## config.mk

```make
export PLATFORM = sky130hd
export DESIGN_NAME = priority_schedule_wait_times_unit
export DESIGN_NICKNAME = d
export VERILOG_FILES = /design/src/rtl/psw_pkg.sv /design/src/rtl/psw_divider.sv /design/src/rtl/priority_schedule_wait_times_unit.sv
export SDC_FILE = /design/constraint.sdc
export NUM_CORES = 2
export LEC_CHECK = 0
export BUFFER_PORTS_ARGS = -buffer_cell sky130_fd_sc_hd__buf_4
export CAP_MARGIN = 40
export CORE_ASPECT_RATIO = 0.5
export CORE_MARGIN = 2
export CORE_UTILIZATION = 60
export DETAILED_ROUTE_END_ITERATION = 10
export PLACE_DENSITY = 0.78
export SLEW_MARGIN = 0
export SYNTH_ARGS = -nofsm -noshare
export SYNTH_HDL_FRONTEND = slang
export SYNTH_HIERARCHICAL = 1
export SYNTH_SLANG_ARGS = --single-unit
```

## constraint.sdc

```tcl
create_clock -name clk -period 8.5 [get_ports clk]
set_input_delay 2.125 -clock clk [delete_from_list [all_inputs] [get_ports clk]]
set_output_delay 2.125 -clock clk [all_outputs]
set_load 0.005 [all_outputs]
```

## src/rtl/psw_pkg.sv

```systemverilog
`timescale 1ns / 1ps
// ----------------------------------------------------------------------------
// psw_pkg
// shared widths, defaults and types of the priority schedule wait-times unit
// ----------------------------------------------------------------------------
package psw_pkg;

    localparam int ID_W          = 16;
    localparam int PRIO_W        = 8;
    localparam int BURST_W       = 16;
    localparam int RES_W         = 20;
    localparam int MAX_JOBS_DEF  = 16;
    localparam int IN_DATA_W     = 40;
    localparam int OUT_DATA_W    = 120;

    typedef struct packed {
        logic [BURST_W-1:0] burst;
        logic [PRIO_W-1:0]  prio;
        logic [ID_W-1:0]    id;
    } job_rec_t;

    typedef struct packed {
        logic busy;
        logic done;
    } div_status_t;

endpackage

```

## src/rtl/psw_divider.sv

```systemverilog
`timescale 1ns / 1ps
// ----------------------------------------------------------------------------
// psw_divider
// restoring divider, one quotient bit per cycle
// ----------------------------------------------------------------------------
module psw_divider #(
    parameter int DIVIDEND_W = 26,
    parameter int DIVISOR_W  = 5
) (
    input  logic                  clk,
    input  logic                  rst_n,
    input  logic                  start,
    input  logic [DIVIDEND_W-1:0] dividend,
    input  logic [DIVISOR_W-1:0]  divisor,
    output logic [DIVIDEND_W-1:0] quotient,
    output psw_pkg::div_status_t  status
);

    localparam int CNT_W = $clog2(DIVIDEND_W + 1);

    logic [DIVISOR_W-1:0]  rem_reg, rem_next;
    logic [DIVIDEND_W-1:0] quo_reg, quo_next;
    logic [CNT_W-1:0]      cnt_reg, cnt_next;
    logic                  busy_reg, busy_next;
    logic                  done_reg, done_next;
    logic [DIVISOR_W:0]    shifted;
    logic [DIVISOR_W:0]    diff;
    logic                  fits;

    assign shifted = {rem_reg, quo_reg[DIVIDEND_W-1]};
    assign diff    = shifted - {1'b0, divisor};
    assign fits    = (shifted >= {1'b0, divisor});

    always_comb
    begin
        rem_next  = rem_reg;
        quo_next  = quo_reg;
        cnt_next  = cnt_reg;
        busy_next = busy_reg;
        done_next = 1'b0;
        if (start && !busy_reg)
        begin
            rem_next  = '0;
            quo_next  = dividend;
            cnt_next  = CNT_W'(DIVIDEND_W);
            busy_next = 1'b1;
        end
        else if (busy_reg)
        begin
            rem_next = fits ? diff[DIVISOR_W-1:0] : shifted[DIVISOR_W-1:0];
            quo_next = {quo_reg[DIVIDEND_W-2:0], fits};
            cnt_next = cnt_reg - CNT_W'(1);
            if (cnt_reg == CNT_W'(1))
            begin
                busy_next = 1'b0;
                done_next = 1'b1;
            end
        end
    end

    always_ff @(posedge clk or negedge rst_n)
    begin
        if (!rst_n)
        begin
            cnt_reg  <= '0;
            busy_reg <= 1'b0;
            done_reg <= 1'b0;
        end
        else
        begin
            cnt_reg  <= cnt_next;
            busy_reg <= busy_next;
            done_reg <= done_next;
        end
    end

    always_ff @(posedge clk)
    begin
        rem_reg <= rem_next;
        quo_reg <= quo_next;
    end

    assign quotient    = quo_reg;
    assign status.busy = busy_reg;
    assign status.done = done_reg;

endmodule

```

## src/rtl/priority_schedule_wait_times_unit.sv

```systemverilog
`timescale 1ns / 1ps
// ----------------------------------------------------------------------------
// priority_schedule_wait_times_unit
// non-preemptive priority scheduler with waiting and turnaround times
// ----------------------------------------------------------------------------
// Jobs arrive on the s_ channel, one transaction per job, and are stored at
// one per cycle. Jobs beyond MAX_JOBS are dropped. The transaction with tlast
// closes the batch: s_tready then stays low while a small sequencer orders
// the stored jobs by selection over a job memory with one read and one write
// port (one compare per cycle), sums the waiting times and the bursts, and
// runs two divisions through one shared bit-serial divider with
// 16 + 2*clog2(MAX_JOBS+1) quotient bits. Results then leave on the m_ channel
// in schedule order, one transaction per job, with tlast on the final one.
// In a 16-job batch the selection scan takes the largest share of the time.
// A stalled m_ receiver holds the result register and the sequencer waits.
// s_tready rises again once the final result is in the output register.
// Reset empties the batch and the output register; stored jobs are not
// cleared, since only written entries are read.
// ----------------------------------------------------------------------------
module priority_schedule_wait_times_unit #(
    parameter int MAX_JOBS = psw_pkg::MAX_JOBS_DEF
) (
    input  logic                            clk,
    input  logic                            rst_n,
    input  logic                            s_tvalid,
    output logic                            s_tready,
    // job_id, job_priority, job_burst
    input  logic [psw_pkg::IN_DATA_W-1:0]   s_tdata,
    input  logic                            s_tlast,
    output logic                            m_tvalid,
    input  logic                            m_tready,
    // out_job_id, out_priority, out_burst, wait_ticks, turnaround_time,
    // avg_waiting, avg_turnaround
    output logic [psw_pkg::OUT_DATA_W-1:0]  m_tdata,
    output logic                            m_tlast
);

    localparam int CNT_W  = $clog2(MAX_JOBS + 1);
    localparam int IDX_W  = $clog2(MAX_JOBS);
    localparam int WAIT_W = psw_pkg::BURST_W + CNT_W;
    localparam int SUM_W  = psw_pkg::BURST_W + 2 * CNT_W;

    typedef enum logic [3:0] {
        LOAD,
        SORT_INIT,
        SORT_FIRST,
        SORT_SCAN,
        SWAP_A,
        SWAP_B,
        TOT_START,
        TOT_ACC,
        DIV_WT,
        DIV_WT_WAIT,
        DIV_TAT,
        DIV_TAT_WAIT,
        EMIT_RD,
        EMIT_WR
    } state_t;

    state_t                        state_reg, state_next;
    logic [CNT_W-1:0]              count_reg, count_next;
    logic [CNT_W-1:0]              n_reg, n_next;
    logic [IDX_W-1:0]              i_reg, i_next;
    logic [IDX_W-1:0]              j_reg, j_next;
    logic [IDX_W-1:0]              sel_reg, sel_next;
    logic [IDX_W-1:0]              k_reg, k_next;
    psw_pkg::job_rec_t             rec_i_reg, rec_i_next;
    psw_pkg::job_rec_t             sel_rec_reg, sel_rec_next;
    logic [WAIT_W-1:0]             wait_reg, wait_next;
    logic [SUM_W-1:0]              total_reg, total_next;
    logic [psw_pkg::RES_W-1:0]     avg_wt_reg, avg_wt_next;
    logic [psw_pkg::RES_W-1:0]     avg_tat_reg, avg_tat_next;
    logic                          m_tvalid_reg, m_tvalid_next;
    logic                          m_tlast_reg, m_tlast_next;
    logic [psw_pkg::OUT_DATA_W-1:0] m_tdata_reg, m_tdata_next;

    psw_pkg::job_rec_t             mem [MAX_JOBS];
    psw_pkg::job_rec_t             rd_data_reg;
    logic                          rd_en;
    logic [IDX_W-1:0]              rd_addr;
    logic                          wr_en;
    logic [IDX_W-1:0]              wr_addr;
    psw_pkg::job_rec_t             wr_data;

    logic                          div_start;
    logic [SUM_W-1:0]              div_quo;
    psw_pkg::div_status_t          div_stat;

    logic [IDX_W-1:0]              last_idx;
    logic [WAIT_W-1:0]             burst_ext;
    logic [WAIT_W-1:0]             tat_val;
    psw_pkg::job_rec_t             in_rec;
    logic                          in_accept;
    logic                          has_room;

    assign last_idx  = IDX_W'(n_reg - CNT_W'(1));
    assign burst_ext = WAIT_W'(rd_data_reg.burst);
    assign tat_val   = wait_reg + burst_ext;
    assign in_rec    = s_tdata[psw_pkg::IN_DATA_W-1:0];
    assign in_accept = s_tvalid && s_tready;
    assign has_room  = (count_reg < CNT_W'(MAX_JOBS));
    assign s_tready  = (state_reg == LOAD);

    psw_divider #(
        .DIVIDEND_W (SUM_W),
        .DIVISOR_W  (CNT_W)
    ) u_div (
        .clk      (clk),
        .rst_n    (rst_n),
        .start    (div_start),
        .dividend (total_reg),
        .divisor  (n_reg),
        .quotient (div_quo),
        .status   (div_stat)
    );

    always_comb
    begin
        state_next    = state_reg;
        count_next    = count_reg;
        n_next        = n_reg;
        i_next        = i_reg;
        j_next        = j_reg;
        sel_next      = sel_reg;
        k_next        = k_reg;
        rec_i_next    = rec_i_reg;
        sel_rec_next  = sel_rec_reg;
        wait_next     = wait_reg;
        total_next    = total_reg;
        avg_wt_next   = avg_wt_reg;
        avg_tat_next  = avg_tat_reg;
        m_tvalid_next = m_tvalid_reg && !m_tready;
        m_tlast_next  = m_tlast_reg;
        m_tdata_next  = m_tdata_reg;
        rd_en         = 1'b0;
        rd_addr       = '0;
        wr_en         = 1'b0;
        wr_addr       = '0;
        wr_data       = in_rec;
        div_start     = 1'b0;

        case (state_reg)
            LOAD:
            begin
                if (in_accept)
                begin
                    if (has_room)
                    begin
                        wr_en      = 1'b1;
                        wr_addr    = IDX_W'(count_reg);
                        count_next = count_reg + CNT_W'(1);
                    end
                    if (s_tlast)
                    begin
                        n_next     = has_room ? count_reg + CNT_W'(1) : count_reg;
                        count_next = '0;
                        i_next     = '0;
                        state_next = SORT_INIT;
                    end
                end
            end
            SORT_INIT:
            begin
                if (i_reg == last_idx)
                begin
                    state_next = TOT_START;
                end
                else
                begin
                    rd_en      = 1'b1;
                    rd_addr    = i_reg;
                    state_next = SORT_FIRST;
                end
            end
            SORT_FIRST:
            begin
                rec_i_next   = rd_data_reg;
                sel_rec_next = rd_data_reg;
                sel_next     = i_reg;
                j_next       = i_reg + IDX_W'(1);
                rd_en        = 1'b1;
                rd_addr      = i_reg + IDX_W'(1);
                state_next   = SORT_SCAN;
            end
            SORT_SCAN:
            begin
                if (rd_data_reg.prio < sel_rec_reg.prio)
                begin
                    sel_rec_next = rd_data_reg;
                    sel_next     = j_reg;
                end
                if (j_reg == last_idx)
                begin
                    state_next = SWAP_A;
                end
                else
                begin
                    j_next  = j_reg + IDX_W'(1);
                    rd_en   = 1'b1;
                    rd_addr = j_reg + IDX_W'(1);
                end
            end
            SWAP_A:
            begin
                if (sel_reg == i_reg)
                begin
                    i_next     = i_reg + IDX_W'(1);
                    state_next = SORT_INIT;
                end
                else
                begin
                    wr_en      = 1'b1;
                    wr_addr    = i_reg;
                    wr_data    = sel_rec_reg;
                    state_next = SWAP_B;
                end
            end
            SWAP_B:
            begin
                wr_en      = 1'b1;
                wr_addr    = sel_reg;
                wr_data    = rec_i_reg;
                i_next     = i_reg + IDX_W'(1);
                state_next = SORT_INIT;
            end
            TOT_START:
            begin
                rd_en      = 1'b1;
                rd_addr    = '0;
                k_next     = '0;
                wait_next  = '0;
                total_next = '0;
                state_next = TOT_ACC;
            end
            TOT_ACC:
            begin
                total_next = total_reg + SUM_W'(wait_reg);
                wait_next  = tat_val;
                if (k_reg == last_idx)
                begin
                    state_next = DIV_WT;
                end
                else
                begin
                    k_next  = k_reg + IDX_W'(1);
                    rd_en   = 1'b1;
                    rd_addr = k_reg + IDX_W'(1);
                end
            end
            DIV_WT:
            begin
                div_start  = 1'b1;
                state_next = DIV_WT_WAIT;
            end
            DIV_WT_WAIT:
            begin
                if (div_stat.done)
                begin
                    avg_wt_next = psw_pkg::RES_W'(div_quo);
                    total_next  = total_reg + SUM_W'(wait_reg);
                    state_next  = DIV_TAT;
                end
            end
            DIV_TAT:
            begin
                div_start  = 1'b1;
                state_next = DIV_TAT_WAIT;
            end
            DIV_TAT_WAIT:
            begin
                if (div_stat.done)
                begin
                    avg_tat_next = psw_pkg::RES_W'(div_quo);
                    k_next       = '0;
                    wait_next    = '0;
                    state_next   = EMIT_RD;
                end
            end
            EMIT_RD:
            begin
                if (!m_tvalid_reg || m_tready)
                begin
                    rd_en      = 1'b1;
                    rd_addr    = k_reg;
                    state_next = EMIT_WR;
                end
            end
            EMIT_WR:
            begin
                m_tvalid_next = 1'b1;
                m_tlast_next  = (k_reg == last_idx);
                m_tdata_next  = {avg_tat_reg, avg_wt_reg,
                                 psw_pkg::RES_W'(tat_val), psw_pkg::RES_W'(wait_reg),
                                 rd_data_reg.burst, rd_data_reg.prio, rd_data_reg.id};
                wait_next     = tat_val;
                if (k_reg == last_idx)
                begin
                    state_next = LOAD;
                end
                else
                begin
                    k_next     = k_reg + IDX_W'(1);
                    state_next = EMIT_RD;
                end
            end
            default:
            begin
                state_next = LOAD;
            end
        endcase
    end

    always_ff @(posedge clk or negedge rst_n)
    begin
        if (!rst_n)
        begin
            state_reg    <= LOAD;
            count_reg    <= '0;
            n_reg        <= '0;
            i_reg        <= '0;
            j_reg        <= '0;
            sel_reg      <= '0;
            k_reg        <= '0;
            m_tvalid_reg <= 1'b0;
            m_tlast_reg  <= 1'b0;
            m_tdata_reg  <= '0;
        end
        else
        begin
            state_reg    <= state_next;
            count_reg    <= count_next;
            n_reg        <= n_next;
            i_reg        <= i_next;
            j_reg        <= j_next;
            sel_reg      <= sel_next;
            k_reg        <= k_next;
            m_tvalid_reg <= m_tvalid_next;
            m_tlast_reg  <= m_tlast_next;
            m_tdata_reg  <= m_tdata_next;
        end
    end

    always_ff @(posedge clk)
    begin
        rec_i_reg   <= rec_i_next;
        sel_rec_reg <= sel_rec_next;
        wait_reg    <= wait_next;
        total_reg   <= total_next;
        avg_wt_reg  <= avg_wt_next;
        avg_tat_reg <= avg_tat_next;
    end

    // job memory
    always_ff @(posedge clk)
    begin
        if (wr_en)
        begin
            mem[wr_addr] <= wr_data;
        end
        if (rd_en)
        begin
            rd_data_reg <= mem[rd_addr];
        end
    end

    assign m_tvalid = m_tvalid_reg;
    assign m_tlast  = m_tlast_reg;
    assign m_tdata  = m_tdata_reg;

    a_count_range: assert property (@(posedge clk) disable iff (!rst_n)
        count_reg <= CNT_W'(MAX_JOBS))
        else $error("job count beyond capacity");

    a_scan_order: assert property (@(posedge clk) disable iff (!rst_n)
        (state_reg == SORT_SCAN) |-> (sel_reg >= i_reg && j_reg > i_reg && j_reg <= last_idx))
        else $error("selection scan indexes out of order");

    a_div_done: assert property (@(posedge clk) disable iff (!rst_n)
        div_stat.done |-> (state_reg == DIV_WT_WAIT || state_reg == DIV_TAT_WAIT))
        else $error("divider finished outside a division wait");

    a_result_src: assert property (@(posedge clk) disable iff (!rst_n)
        $rose(m_tvalid_reg) |-> $past(state_reg == EMIT_WR))
        else $error("result transaction not from emit step");

    a_no_load_busy: assert property (@(posedge clk) disable iff (!rst_n)
        (state_reg != LOAD) |-> !in_accept)
        else $error("job accepted while scheduling");

endmodule
```

==> impl_metrics.csv <==
group,metric,value,unit
grt,overflow,0,
worst_setup_path,crit_path_start_kind,"input port",
power,p_clk_share,21.5,%
sta,holdWs,453,ps
clock_network,htreeDepth,3,
synth,ys_warn_count,6,
sta,period_share,60.9,%
cells_and_area,stdcell_area,47400,um2
placed_design,preCtsSetupSlack,2670,ps
sta,worstMarginPinSlew,946,ps
detailed_routing,routed_via_density,6.26,
worst_setup_path,critPathRequiredTime,8890,ps
floorplanning,rows,68,
synth,synth.cell_area,42000,um2
floorplanning,die_h,191,um
sta,slew_violations,0,
sta,fin_setup_tns,0,ps
detailed_routing,drc_errors,0,
worst_hold_path,min_path_type,"flip-flop to flip-flop",
sta,finalHoldViolCount,0,
status,status,"complete, no violations",
cells_and_area,layout-drive-gt1-share,18.2,%
job,maxCapViolCount,0,
power,switching_power,6560,uW
worst_setup_path,arrival,5570,ps
detailed_routing,routedWlPerCell,25.3,um
clock_network,clk_latency,660,ps
grt,grt_max_degree,72,
detailed_routing,dr_total_vias,23867,
placed_design,io_buffer_count,167,
sta,setup_ws,3320,ps
clock_network,cts-root-buf,"clkbuf_16",
detailed_routing,totalWireLength,96300,um
sta,fmax,193,MHz
cells_and_area,nets,2896,
floorplanning,fp.coreArea,69100,um2
worst_setup_path,critPathBufInv,3,
sta,maxSlewHeadroom,36.4,%
worst_setup_path,critPathSlowestCell,"nor4_1",
clock_network,numCtsBuffers,86,
synth,mappedNetlistNets,2708,
worst_setup_path,crit_fanout,71,
detailed_routing,ant_nets,0,
clock_network,cts_hold_buf,0,
floorplanning,ios,168,
power,sequentialPowerShare,42.6,%
cells_and_area,areaGrowthSynthToFinish,13.0,%
clock_network,cts.clk_slew.worst_paths,60,ps
power,internal_power,12300,uW
power,sw_frac_of_total,34.7,%
sta,fin_skew,28.4,ps
worst_setup_path,crit_family,"simple AND/OR/NAND/NOR gates",
grt,grt_pass1_vias,23210,
grt,antenna_found_initial,1,
power,leakage,0.0171,uW
worst_setup_path,worstSetupEndpointType,"flip-flop",
clock_network,cts_resized,0,
cells_and_area,largest_register_ffs,640,
power,power_density,398,nW/um2
placed_design,dpl.hpwl,53800,um
clock_network,cts.path.max_buffers,3,
placed_design,gp_congestion,0.875,
clock_network,cts_tree,"built",
sta,fin_crit,5180,ps
sta,rsz0062_at_grt,"false",
clock_network,cts_sinks,1037,
synth,syn_area_per_cell,16.1,um2
grt,grt_pass1_wl,143000,um
clock_network,post_cts_buffers,0,
floorplanning,initial_core_util,60.8,%
detailed_routing,first_iter_violations,2579,
worst_setup_path,slowest_delay,680,ps
floorplanning,die_area,72200,um2
detailed_routing,first_pass_iters,9,
worst_setup_path,critical_path_class,"input port to flip-flop",
power,power.total,18900,uW
power,combPwrFrac,35.9,%
worst_setup_path,crit_chain,"buf_4 > nor2b_1 > nor4_1 > mux2i_1 > nand2_8 > buf_16 > buf_4 > mux2i_1 > o22ai_1 > or4_1",
grt,track_usage,26.7,%
synth,syn_inst,2603,
floorplanning,die_w,378,um
placed_design,dpl-instance-area,44500,um2
power,peakVddDrop,375,uV
sta,setup_violations,0,
[routing by layer]
layer	part of all wire, %	wire, um	track usage, %
met1	40	38300	37.3
met2	48	45700	42.7
met3	9.9	9540	5.14
met4	2.8	2700	8.86
met5	0	0	0
[stage by stage]
| stage | std cells | utilization [%] |
|---|---|---|
| after global placement | 3638 | 64.1 |
| after global routing | 3811 | 68.7 |
| final | 3811 | 68.7 |
| after CTS | 3810 | 68.7 |
| after detailed placement | 3648 | 64.4 |
| after floorplan | 2603 | - |
[tightest hold or removal path, stage by stage (launching register included)]
cell,delay (ps)
dfxtp_1,310
nand2_1,50
nand2_1,40
[cells in the final DEF (no fill, tap or decap), types with 9 or more instances in the layout]
| master | n |
|---|---|
| nor2_4 | 17 |
| inv_1 | 82 |
| nand3_1 | 19 |
| xor2_1 | 37 |
| xnor2_1 | 20 |
| buf_4 | 209 |
| mux2i_1 | 324 |
| ha_1 | 57 |
| edfxtp_1 | 873 |
| o21ai_0 | 70 |
| or4_1 | 40 |
| nand2_1 | 108 |
| a21oi_1 | 35 |
| nor3_1 | 17 |
| clkbuf_1 | 27 |
| a21o_1 | 18 |
| mux2_2 | 123 |
| nor2b_1 | 11 |
| nand2b_1 | 21 |
| nor2_1 | 82 |
| clkbuf_16 | 91 |
| clkbuf_8 | 9 |
| clkinv_2 | 12 |
| o22ai_1 | 161 |
| dfrtp_1 | 159 |
| a222oi_1 | 40 |
[final cells by class]
class | instances | area (um2)
flip-flops and latches | 1037 | 30300
fillers | 4462 | 21600
multi-input cells | 1361 | 10900
clock buffers | 127 | 2500
repair buffers | 222 | 1820
well taps | 945 | 1180
clock inverters | 35 | 422
inverters | 83 | 312
diodes | 1 | 2.50
[power by group through the flow]
stage / clock, uW / sequential [uW] / combinational, uW
global route: 4310 / 8150 / 7290
global placement: 0 / 8110 / 6410
finish: 4060 / 8060 / 6780
CTS: 4110 / 8050 / 6730
detailed placement: 0 / 8150 / 6690
floorplan: 0 / 7810 / 4750
[final timing paths]
| kind | to | depth (start not counted) | slack (ps) | startpoint |
|---|---|---|---|---|
| setup / recovery | burst_ext[5] | 10 | 3320 | m_tready |
| hold / removal | u_div/rem_reg[4] | 2 | 450 | u_div/rem_reg[4] |
| setup reg to reg | mem[7][19] | 10 | 3450 | state_reg[3] |
| hold reg to reg | u_div/rem_reg[4] | 2 | 450 | u_div/rem_reg[4] |
| max in group asynchronous | m_tdata[87] | 2 | 5740 | rst_n |
| min in group asynchronous | m_tdata[23] | 1 | 1480 | rst_n |
No activity file was read; power rests on OpenSTA's default activity.
